$ cat src/hdl/cpu6502_subset_instruction_step_macros.svh
// assertion macros used by c6step_seq
`ifndef CPU6502_SUBSET_INSTRUCTION_STEP_MACROS_SVH
`define CPU6502_SUBSET_INSTRUCTION_STEP_MACROS_SVH

// implication checked on every clock edge outside reset
`define C6_ASSERT_IMPL(label, clk, rst_n, ante, cons, msg) \
  label: assert property (@(posedge clk) disable iff (!rst_n) (ante) |-> (cons)) \
    else $error(msg);

// next-cycle implication checked outside reset
`define C6_ASSERT_NEXT(label, clk, rst_n, ante, cons, msg) \
  label: assert property (@(posedge clk) disable iff (!rst_n) (ante) |=> (cons)) \
    else $error(msg);

`endif

$ cat src/hdl/c6step_pkg.sv
// ----------------------------------------------------------------------------
// c6step_pkg
// shared types and constants of the subset 6502 step block
// ----------------------------------------------------------------------------
`default_nettype none

package c6step_pkg;

  localparam int unsigned AddrW = 16;
  localparam int unsigned MemDepth = 65536;

  typedef enum logic [1:0] {
    CMD_WRITE = 2'd0,
    CMD_READ  = 2'd1,
    CMD_START = 2'd2,
    CMD_STEP  = 2'd3
  } cmd_e;

  typedef enum logic [1:0] {
    ST_OK      = 2'd0,
    ST_BRK     = 2'd1,
    ST_UNKNOWN = 2'd2,
    ST_REFUSED = 2'd3
  } status_e;

  localparam logic [7:0] OP_LDA_IMM = 8'hA9;
  localparam logic [7:0] OP_LDA_ZP  = 8'hA5;
  localparam logic [7:0] OP_LDA_ABX = 8'hBD;
  localparam logic [7:0] OP_STA_ABS = 8'h8D;
  localparam logic [7:0] OP_STA_ZP  = 8'h85;
  localparam logic [7:0] OP_STA_ABX = 8'h9D;
  localparam logic [7:0] OP_LDX_IMM = 8'hA2;
  localparam logic [7:0] OP_STX_ABS = 8'h8E;
  localparam logic [7:0] OP_TAX     = 8'hAA;
  localparam logic [7:0] OP_INX     = 8'hE8;
  localparam logic [7:0] OP_DEX     = 8'hCA;
  localparam logic [7:0] OP_CMP_IMM = 8'hC9;
  localparam logic [7:0] OP_CPX_IMM = 8'hE0;
  localparam logic [7:0] OP_ADC_IMM = 8'h69;
  localparam logic [7:0] OP_ADC_ZP  = 8'h65;
  localparam logic [7:0] OP_INC_ZP  = 8'hE6;
  localparam logic [7:0] OP_BNE     = 8'hD0;
  localparam logic [7:0] OP_BEQ     = 8'hF0;
  localparam logic [7:0] OP_BCS     = 8'hB0;
  localparam logic [7:0] OP_BCC     = 8'h90;
  localparam logic [7:0] OP_JMP     = 8'h4C;
  localparam logic [7:0] OP_JSR     = 8'h20;
  localparam logic [7:0] OP_RTS     = 8'h60;
  localparam logic [7:0] OP_BRK     = 8'h00;

  localparam logic [15:0] ResetVector = 16'hFFFC;
  localparam logic [7:0]  StackPage   = 8'h01;
  localparam logic [7:0]  SpReset     = 8'hFF;

  typedef enum logic [3:0] {
    S_CLEAR, S_IDLE, S_RDWAIT, S_VEC_LO, S_VEC_HI, S_OP, S_B1, S_B2,
    S_DATA, S_DATA2, S_RESP
  } state_e;

  // memory request from the sequencer
  typedef struct packed {
    logic             we;
    logic [AddrW-1:0] addr;
    logic [7:0]       wdata;
  } mem_req_t;

endpackage

`default_nettype wire

$ cat src/hdl/c6step_seq.sv
// ----------------------------------------------------------------------------
// c6step_seq
// command and instruction sequencer, at most one memory access per cycle
// ----------------------------------------------------------------------------
`default_nettype none

`include "cpu6502_subset_instruction_step_macros.svh"

module c6step_seq (
  input  wire logic                   clk_i,
  input  wire logic                   rst_ni,
  input  wire logic                   in_valid_i,
  output      logic                   in_ready_o,
  input  wire logic [1:0]             command_i,
  input  wire logic [15:0]            address_i,
  input  wire logic [7:0]             data_i,
  output      logic                   out_valid_o,
  input  wire logic                   out_ready_i,
  output      logic [1:0]             status_o,
  output      logic [15:0]            pc_now_o,
  output      logic [7:0]             acc_now_o,
  output      logic [7:0]             x_now_o,
  output      logic [7:0]             sp_now_o,
  output      logic [3:0]             flags_now_o,
  output      logic [7:0]             read_byte_o,
  output      c6step_pkg::mem_req_t   mem_req_o,
  input  wire logic [7:0]             mem_rdata_i
);

  c6step_pkg::state_e state_q, state_d;
  logic [15:0] pc_q, pc_d, clr_q, clr_d, w_q, w_d;
  logic [7:0]  a_q, a_d, x_q, x_d, sp_q, sp_d, op_q, op_d, b1_q, b1_d, rb_q, rb_d;
  logic [3:0]  fl_q, fl_d;
  logic        halt_q, halt_d;
  logic [1:0]  st_q, st_d;
  logic [16:0] clr_next;
  logic [8:0]  sum;
  logic [7:0]  res, diff;
  logic [15:0] bt;

  assign clr_next = {1'b0, clr_q} + 17'd1;
  assign bt = pc_q + 16'd2 + {{8{b1_q[7]}}, b1_q};

  always_ff @(posedge clk_i or negedge rst_ni) begin
    if (!rst_ni) begin
      state_q <= c6step_pkg::S_CLEAR;
      clr_q <= '0; pc_q <= '0; a_q <= '0; x_q <= '0;
      sp_q <= c6step_pkg::SpReset; fl_q <= '0; halt_q <= 1'b1; st_q <= '0;
    end else begin
      state_q <= state_d;
      clr_q <= clr_d; pc_q <= pc_d; a_q <= a_d; x_q <= x_d;
      sp_q <= sp_d; fl_q <= fl_d; halt_q <= halt_d; st_q <= st_d;
    end
  end

  always_ff @(posedge clk_i) begin
    w_q <= w_d; op_q <= op_d; b1_q <= b1_d; rb_q <= rb_d;
  end

  always_comb begin
    state_d = state_q;
    clr_d = clr_q; pc_d = pc_q; a_d = a_q; x_d = x_q; sp_d = sp_q;
    fl_d = fl_q; halt_d = halt_q; st_d = st_q;
    w_d = w_q; op_d = op_q; b1_d = b1_q; rb_d = rb_q;
    mem_req_o = '0;
    in_ready_o = 1'b0;
    out_valid_o = 1'b0;
    sum = '0; res = '0; diff = '0;
    case (state_q)
      c6step_pkg::S_CLEAR: begin
        mem_req_o.we = 1'b1;
        mem_req_o.addr = clr_q;
        clr_d = clr_next[15:0];
        if (clr_next[16]) state_d = c6step_pkg::S_IDLE;
      end
      c6step_pkg::S_IDLE: begin
        in_ready_o = 1'b1;
        st_d = c6step_pkg::ST_OK;
        rb_d = '0;
        if (in_valid_i) begin
          case (command_i)
            c6step_pkg::CMD_WRITE: begin
              mem_req_o.we = 1'b1;
              mem_req_o.addr = address_i;
              mem_req_o.wdata = data_i;
              state_d = c6step_pkg::S_RESP;
            end
            c6step_pkg::CMD_READ: begin
              mem_req_o.addr = address_i;
              state_d = c6step_pkg::S_RDWAIT;
            end
            c6step_pkg::CMD_START: begin
              mem_req_o.addr = c6step_pkg::ResetVector;
              state_d = c6step_pkg::S_VEC_LO;
            end
            default: begin
              if (halt_q) begin
                st_d = c6step_pkg::ST_REFUSED;
                state_d = c6step_pkg::S_RESP;
              end else begin
                mem_req_o.addr = pc_q;
                state_d = c6step_pkg::S_OP;
              end
            end
          endcase
        end
      end
      c6step_pkg::S_RDWAIT: begin
        rb_d = mem_rdata_i;
        state_d = c6step_pkg::S_RESP;
      end
      c6step_pkg::S_VEC_LO: begin
        w_d[7:0] = mem_rdata_i;
        mem_req_o.addr = c6step_pkg::ResetVector + 16'd1;
        state_d = c6step_pkg::S_VEC_HI;
      end
      c6step_pkg::S_VEC_HI: begin
        pc_d = {mem_rdata_i, w_q[7:0]};
        halt_d = 1'b0;
        state_d = c6step_pkg::S_RESP;
      end
      c6step_pkg::S_OP: begin
        op_d = mem_rdata_i;
        mem_req_o.addr = pc_q + 16'd1;
        state_d = c6step_pkg::S_B1;
        case (mem_rdata_i)
          c6step_pkg::OP_TAX: begin
            x_d = a_q; fl_d[3] = a_q[7]; fl_d[1] = (a_q == 8'h00);
            pc_d = pc_q + 16'd1; state_d = c6step_pkg::S_RESP;
          end
          c6step_pkg::OP_INX, c6step_pkg::OP_DEX: begin
            res = (mem_rdata_i == c6step_pkg::OP_INX) ? x_q + 8'd1 : x_q - 8'd1;
            x_d = res; fl_d[3] = res[7]; fl_d[1] = (res == 8'h00);
            pc_d = pc_q + 16'd1; state_d = c6step_pkg::S_RESP;
          end
          c6step_pkg::OP_RTS: begin
            mem_req_o.addr = {c6step_pkg::StackPage, sp_q + 8'd1};
            sp_d = sp_q + 8'd1;
          end
          c6step_pkg::OP_JSR: begin
            mem_req_o.addr = pc_q + 16'd1;
          end
          c6step_pkg::OP_LDA_IMM, c6step_pkg::OP_LDA_ZP, c6step_pkg::OP_LDA_ABX,
          c6step_pkg::OP_STA_ABS, c6step_pkg::OP_STA_ZP, c6step_pkg::OP_STA_ABX,
          c6step_pkg::OP_LDX_IMM, c6step_pkg::OP_STX_ABS, c6step_pkg::OP_CMP_IMM,
          c6step_pkg::OP_CPX_IMM, c6step_pkg::OP_ADC_IMM, c6step_pkg::OP_ADC_ZP,
          c6step_pkg::OP_INC_ZP, c6step_pkg::OP_BNE, c6step_pkg::OP_BEQ,
          c6step_pkg::OP_BCS, c6step_pkg::OP_BCC, c6step_pkg::OP_JMP: begin
          end
          default: begin
            halt_d = 1'b1;
            st_d = (mem_rdata_i == c6step_pkg::OP_BRK) ? c6step_pkg::ST_BRK
                                                         : c6step_pkg::ST_UNKNOWN;
            pc_d = pc_q + 16'd1;
            state_d = c6step_pkg::S_RESP;
          end
        endcase
      end
      c6step_pkg::S_B1: begin
        b1_d = mem_rdata_i;
        w_d[7:0] = mem_rdata_i;
        state_d = c6step_pkg::S_RESP;
        case (op_q)
          c6step_pkg::OP_LDA_IMM, c6step_pkg::OP_LDX_IMM: begin
            if (op_q == c6step_pkg::OP_LDA_IMM) a_d = mem_rdata_i;
            else x_d = mem_rdata_i;
            fl_d[3] = mem_rdata_i[7]; fl_d[1] = (mem_rdata_i == 8'h00);
            pc_d = pc_q + 16'd2;
          end
          c6step_pkg::OP_CMP_IMM, c6step_pkg::OP_CPX_IMM: begin
            res = (op_q == c6step_pkg::OP_CMP_IMM) ? a_q : x_q;
            diff = res - mem_rdata_i;
            fl_d[0] = (res >= mem_rdata_i); fl_d[1] = (res == mem_rdata_i);
            fl_d[3] = diff[7];
            pc_d = pc_q + 16'd2;
          end
          c6step_pkg::OP_ADC_IMM: begin
            sum = {1'b0, a_q} + {1'b0, mem_rdata_i} + {8'h00, fl_q[0]};
            a_d = sum[7:0]; fl_d[0] = sum[8];
            fl_d[2] = ~(a_q[7] ^ mem_rdata_i[7]) & (a_q[7] ^ sum[7]);
            fl_d[3] = sum[7]; fl_d[1] = (sum[7:0] == 8'h00);
            pc_d = pc_q + 16'd2;
          end
          c6step_pkg::OP_STA_ZP: begin
            mem_req_o.we = 1'b1; mem_req_o.addr = {8'h00, mem_rdata_i};
            mem_req_o.wdata = a_q; pc_d = pc_q + 16'd2;
          end
          c6step_pkg::OP_LDA_ZP, c6step_pkg::OP_ADC_ZP, c6step_pkg::OP_INC_ZP: begin
            mem_req_o.addr = {8'h00, mem_rdata_i};
            state_d = c6step_pkg::S_DATA;
          end
          c6step_pkg::OP_BNE, c6step_pkg::OP_BEQ, c6step_pkg::OP_BCS,
          c6step_pkg::OP_BCC: begin
            state_d = c6step_pkg::S_DATA;
          end
          c6step_pkg::OP_RTS: begin
            mem_req_o.addr = {c6step_pkg::StackPage, sp_q + 8'd1};
            sp_d = sp_q + 8'd1;
            state_d = c6step_pkg::S_DATA;
          end
          default: begin
            mem_req_o.addr = pc_q + 16'd2;
            state_d = c6step_pkg::S_B2;
          end
        endcase
      end
      c6step_pkg::S_B2: begin
        w_d[15:8] = mem_rdata_i;
        state_d = c6step_pkg::S_RESP;
        pc_d = pc_q + 16'd3;
        case (op_q)
          c6step_pkg::OP_STA_ABS, c6step_pkg::OP_STX_ABS: begin
            mem_req_o.we = 1'b1; mem_req_o.addr = {mem_rdata_i, w_q[7:0]};
            mem_req_o.wdata = (op_q == c6step_pkg::OP_STA_ABS) ? a_q : x_q;
          end
          c6step_pkg::OP_STA_ABX: begin
            mem_req_o.we = 1'b1;
            mem_req_o.addr = {mem_rdata_i, w_q[7:0]} + {8'h00, x_q};
            mem_req_o.wdata = a_q;
          end
          c6step_pkg::OP_LDA_ABX: begin
            mem_req_o.addr = {mem_rdata_i, w_q[7:0]} + {8'h00, x_q};
            state_d = c6step_pkg::S_DATA;
          end
          c6step_pkg::OP_JMP: begin
            pc_d = {mem_rdata_i, w_q[7:0]};
          end
          default: begin
            // jsr: push return high byte
            mem_req_o.we = 1'b1;
            mem_req_o.addr = {c6step_pkg::StackPage, sp_q};
            mem_req_o.wdata = pc_q[15:8] + {7'd0, (pc_q[7:0] > 8'hFD)};
            sp_d = sp_q - 8'd1;
            pc_d = pc_q;
            state_d = c6step_pkg::S_DATA2;
          end
        endcase
      end
      c6step_pkg::S_DATA: begin
        state_d = c6step_pkg::S_RESP;
        pc_d = pc_q + 16'd2;
        case (op_q)
          c6step_pkg::OP_LDA_ZP, c6step_pkg::OP_LDA_ABX: begin
            a_d = mem_rdata_i;
            fl_d[3] = mem_rdata_i[7]; fl_d[1] = (mem_rdata_i == 8'h00);
          end
          c6step_pkg::OP_ADC_ZP: begin
            sum = {1'b0, a_q} + {1'b0, mem_rdata_i} + {8'h00, fl_q[0]};
            a_d = sum[7:0]; fl_d[0] = sum[8];
            fl_d[2] = ~(a_q[7] ^ mem_rdata_i[7]) & (a_q[7] ^ sum[7]);
            fl_d[3] = sum[7]; fl_d[1] = (sum[7:0] == 8'h00);
          end
          c6step_pkg::OP_INC_ZP: begin
            res = mem_rdata_i + 8'd1;
            mem_req_o.we = 1'b1; mem_req_o.addr = {8'h00, b1_q};
            mem_req_o.wdata = res;
            fl_d[3] = res[7]; fl_d[1] = (res == 8'h00);
          end
          c6step_pkg::OP_BNE: if (!fl_q[1]) pc_d = bt;
          c6step_pkg::OP_BEQ: if (fl_q[1]) pc_d = bt;
          c6step_pkg::OP_BCS: if (fl_q[0]) pc_d = bt;
          c6step_pkg::OP_BCC: if (!fl_q[0]) pc_d = bt;
          default: begin
            // rts: low byte in b1, high byte arriving now
            pc_d = {mem_rdata_i, b1_q} + 16'd1;
          end
        endcase
        if (op_q == c6step_pkg::OP_LDA_ABX) pc_d = pc_q;
      end
      c6step_pkg::S_DATA2: begin
        // jsr: push return low byte and jump
        mem_req_o.we = 1'b1;
        mem_req_o.addr = {c6step_pkg::StackPage, sp_q};
        mem_req_o.wdata = pc_q[7:0] + 8'd2;
        sp_d = sp_q - 8'd1;
        pc_d = w_q;
        state_d = c6step_pkg::S_RESP;
      end
      c6step_pkg::S_RESP: begin
        out_valid_o = 1'b1;
        if (out_ready_i) state_d = c6step_pkg::S_IDLE;
      end
      default: state_d = c6step_pkg::S_IDLE;
    endcase
  end

  assign status_o = st_q;
  assign pc_now_o = pc_q;
  assign acc_now_o = a_q;
  assign x_now_o = x_q;
  assign sp_now_o = sp_q;
  assign flags_now_o = fl_q;
  assign read_byte_o = rb_q;

  `C6_ASSERT_IMPL(a_ready_idle, clk_i, rst_ni, in_ready_o,
    state_q == c6step_pkg::S_IDLE, "ready outside idle")
  `C6_ASSERT_IMPL(a_no_overlap, clk_i, rst_ni, in_ready_o, !out_valid_o,
    "accept while result pending")
  `C6_ASSERT_NEXT(a_refused_halt, clk_i, rst_ni,
    in_valid_i && in_ready_o && command_i == c6step_pkg::CMD_STEP && halt_q,
    st_q == c6step_pkg::ST_REFUSED, "halted step not refused")
  `C6_ASSERT_NEXT(a_start_runs, clk_i, rst_ni,
    state_q == c6step_pkg::S_VEC_HI, !halt_q, "start left core halted")

endmodule

`default_nettype wire

$ cat config.mk
export PLATFORM = sky130hd
export DESIGN_NAME = c6step_seq
export DESIGN_NICKNAME = d
export VERILOG_FILES = /design/src/hdl/c6step_pkg.sv /design/src/hdl/c6step_seq.sv
export VERILOG_INCLUDE_DIRS = /design/src /design/src/hdl
export SDC_FILE = /design/constraint.sdc
export NUM_CORES = 1
export LEC_CHECK = 0
export BUFFER_PORTS_ARGS = -buffer_cell sky130_fd_sc_hd__buf_2
export CORE_AREA = 2 2 171 173
export CTS_BUF_LIST = sky130_fd_sc_hd__clkbuf_4 sky130_fd_sc_hd__clkbuf_8
export DETAILED_ROUTE_END_ITERATION = 10
export DIE_AREA = 0 0 173 175
export SLEW_MARGIN = 20
export SYNTH_ARGS = -nofsm -noshare
export SYNTH_HDL_FRONTEND = slang
export SYNTH_SLANG_ARGS = --single-unit
$ cat constraint.sdc
create_clock -name clk_i -period 3.5 [get_ports clk_i]
set_input_delay 0.35 -clock clk_i [delete_from_list [all_inputs] [get_ports clk_i]]
set_output_delay 0.35 -clock clk_i [all_outputs]
set_load 0.03 [all_outputs]
==> flow_summary.ini <==
[outcome]
outcome = finished clean

[logic_synthesis]
ys_types = 91
ys_seq_area_frac = 0.258
ys_async_sr_fraction = 0.626
synth-edff-count = 40
synth_flop_cell = dfrtp_1
synth_area_mm2 = 0.0112
postSynthCellCount = 1407
yosysWarnings = 0
syn-num-nets = 1514
ys_ff_latch = 107
synth.avg_cell_area_um2 = 7.96

[worst_setup_path]
cp_max_fo = 5
crit_path_end_kind = output port
critical_path_arrival_ns = 3.08
r2r_slack_ns = 0.14
required_ns = 3.15
start_kind = register
critPathKind = register to output port

[clocking]
cts.clk_slew.worst_paths_ns = 0.13
cts_sinks = 107
clkLatencyLatePin_ns = 0.43
clockBufferDepth = 2
htree_levels = 3
cts_tree = built
holdBufCountCts = 0
numCtsBuffers = 9
cts-root-buf = clkbuf_8

[drt]
drt_wl_total_um = 53500
dr.first_iter.drc_count = 1735
vias_per_cell = 6.56
ant_nets = 0
wl_per_cell_um = 26.9
num_vias = 13000
route.detailed.drc = 0
dr.pass1.iters = 7

[power]
p_switching_uw = 5860
p_per_area_mw_per_mm2 = 770
pwr-share-seq = 0.215
swShare = 0.560
p_leak_uw = 0.00551
clkPwrFrac = 0.077
p_int_uw = 4600
comb_power_share = 0.708
ir_worst_vdd_v = 0.000433

[die]
initial_core_util = 0.394
rows = 62
dieWidth_um = 173
die_area_mm2 = 0.0303
io_pins = 119
dieHeight_um = 175
design.core.area_mm2 = 0.0284

[timing]
finalCritPeriodShare = 0.979
finalClockSkew_ns = 0.0264
setup_viol_count_final = 0
final_hold_viol_count = 0
fin_ws_ns = 0.0734
layout_min_cycle_time_ns = 3.43
fmax_mhz = 292
worst_pin_slew_ns = 1.02
report.final.slew_viol_count = 0
relSlewSlack = 0.318

[layout]
multiInputGateArea_mm2 = 0.00801
fin_area_mm2 = 0.0136
utilization = 0.479
syn2layout_area_growth_pct = 21.4
nFillCells = 2903
ff_latch_area_mm2 = 0.00289
nets = 1705
final_layout_size_suffix_gt1_frac = 0.253

[placed_design]
hpwl_um = 40100
numPortBuffers = 118
dpl_cell_area_mm2 = 0.0129
dp_slack_ns = 0.0980
gp_congestion = 0.999

[grt]
antenna_found_initial = 2
grt_start_max_net_pins = 68
grt_use_total = 0.343
grt_pass1_wl_um = 78500
grt-ovfl-total = 0
grt_pass1_vias = 12400

[min_path]
hold_class = primary input to async pin

[run]
cap_violations = 0
[cell families (layout without fill, tap and decap cells)]
group,after synthesis,in the layout,synth area share
compound gates,476,476,0.283
xor+xnor,121,121,0.0946
fa+ha+maj,69,69,0.0805
buf+inv,142,338,0.0522
flops,107,107,0.258
mux,28,28,0.0272
other cells,0,1,0
simple gates,464,464,0.205
[cells in the mapped netlist (6+ instances only)]
| library cell | count | area share |
|---|---|---|
| a221oi_1 | 24 | 0.019 |
| o21ai_1 | 6 | 0.0027 |
| nand2_1 | 121 | 0.041 |
| nor2_1 | 127 | 0.043 |
| o21ai_0 | 102 | 0.046 |
| nor3_1 | 30 | 0.013 |
| nand4_1 | 18 | 0.010 |
| ha_1 | 64 | 0.072 |
| or3_1 | 14 | 0.0078 |
| dfrtp_1 | 58 | 0.13 |
| nor2b_1 | 19 | 0.011 |
| edfxtp_1 | 40 | 0.11 |
| xor2_1 | 35 | 0.027 |
| mux2_2 | 18 | 0.018 |
| and3_1 | 14 | 0.0078 |
| inv_1 | 40 | 0.013 |
| mux2i_1 | 9 | 0.0080 |
| xnor2_1 | 86 | 0.067 |
| o211ai_1 | 20 | 0.013 |
| a211oi_1 | 13 | 0.0087 |
| o21bai_1 | 9 | 0.0060 |
| a22oi_1 | 22 | 0.015 |
| dfstp_2 | 9 | 0.021 |
| buf_2 | 29 | 0.013 |
| o221ai_1 | 17 | 0.013 |
| a222oi_1 | 23 | 0.021 |
| o21a_1 | 13 | 0.0087 |
| nor4_1 | 17 | 0.0095 |
| nor3b_1 | 6 | 0.0040 |
| and2_1 | 7 | 0.0039 |
| a21o_1 | 13 | 0.0087 |
| o22ai_1 | 15 | 0.0084 |
| nand3_1 | 44 | 0.020 |
| nand2b_1 | 8 | 0.0045 |
| o31ai_1 | 6 | 0.0040 |
| a31oi_1 | 11 | 0.0061 |
| a21oi_1 | 131 | 0.059 |
| clkbuf_1 | 60 | 0.020 |
[routing by layer]
metal / track usage / up-vias / share of wire
met2: 0.532 / 902 / 0.44
met3: 0.0768 / 211 / 0.11
met1: 0.440 / 6277 / 0.39
li1: - / 5657 / -
met5: 0 / - / 0
met4: 0.200 / 0 / 0.061
[registers in the layout, indices dropped and copies added, names as in the netlist]
register,count
flags_now_o,4
state_q,4
halt_q,1
op_q,8
sp_now_o,8
clr_q,16
acc_now_o,8
w_q,16
x_now_o,8
read_byte_o,8
b1_q,8
status_o,2
pc_now_o,16
[critical path, stage by stage (launching register included)]
cell and delay [ns]:
dfrtp_1 0.45, buf_4 0.14, buf_4 0.14, ha_1 0.24
and3_4 0.25, nand3_2 0.16, nor2_1 0.15, xnor2_1 0.13
nor2_1 0.08, or4_1 0.43, a21oi_2 0.13, o221ai_2 0.13
clkbuf_4 0.22
[final cells by class]
cell class                 instances  share of cell area
clock buffer                      10             0.00967
antenna                            1            0.000184
clock inverter                     6             0.00359
inverter                          45              0.0124
timing repair buffer             277               0.136
multi-input combinational       1158               0.589
sequential                       107               0.213
tap                              384              0.0353
[path summary, 6_finish.rpt]
path                                      from              to  depth (start not counted)
worst max-delay path               pc_now_o[1]   mem_req_o[16]                         12
worst min-delay path                    rst_ni     pc_now_o[4]                          1
worst max register to register     pc_now_o[1]    pc_now_o[13]                         14
worst min register to register  flags_now_o[2]  flags_now_o[2]                          2
max in group asynchronous               rst_ni      x_now_o[3]                          1
min in group clk_i              mem_rdata_i[3]         op_q[3]                          1
[metrics by stage]
| stage | std cells | hold slack (ns) | setup TNS, ns | power (µW) |
|---|---|---|---|---|
| floorplan | 1407 | 0.0544 | 0 | 6530 |
| global placement | 1947 | 0.480 | 0 | 9100 |
| detailed placement | 1947 | 0.479 | 0 | 9130 |
| CTS | 1963 | 0.0929 | 0 | 10000 |
| global route | 1987 | 0.0974 | -0.145 | 10900 |
| finish | 1988 | 0.0277 | 0 | 10500 |
[power by group through the flow]
stage | registers, µW | clock network, µW | logic [µW]
floorplan | 2470 | 0 | 4050
global placement | 2240 | 0 | 6860
detailed placement | 2240 | 0 | 6890
CTS | 2220 | 815 | 6960
global route | 2280 | 849 | 7810
finish | 2250 | 807 | 7410
[repair_timing]
| item | 4_1_cts | 5_1_grt |
|---|---|---|
| pin swaps | 0 | 16 |
| resized for setup | 17 | 67 |
| endpoints found under the setup margin | 10 | 26 |
| buffers inserted | 0 | 24 |
| cloned | 0 | 0 |
[placed cells by master (no fill, tap or decap), types with 27 or more instances in the layout]
cell | Yosys | routed
nor2_1 | 127 | 124
inv_1 | 40 | 39
dfrtp_1 | 58 | 54
ha_1 | 64 | 58
edfxtp_1 | 40 | 40
nand3_1 | 44 | 38
buf_2 | 29 | 111
nand2_1 | 121 | 121
xor2_1 | 35 | 35
o21ai_0 | 102 | 97
nor3_1 | 30 | 27
xnor2_1 | 86 | 82
a21oi_1 | 131 | 122
buf_4 | 4 | 158
Power figures use the tool's default switching activity.
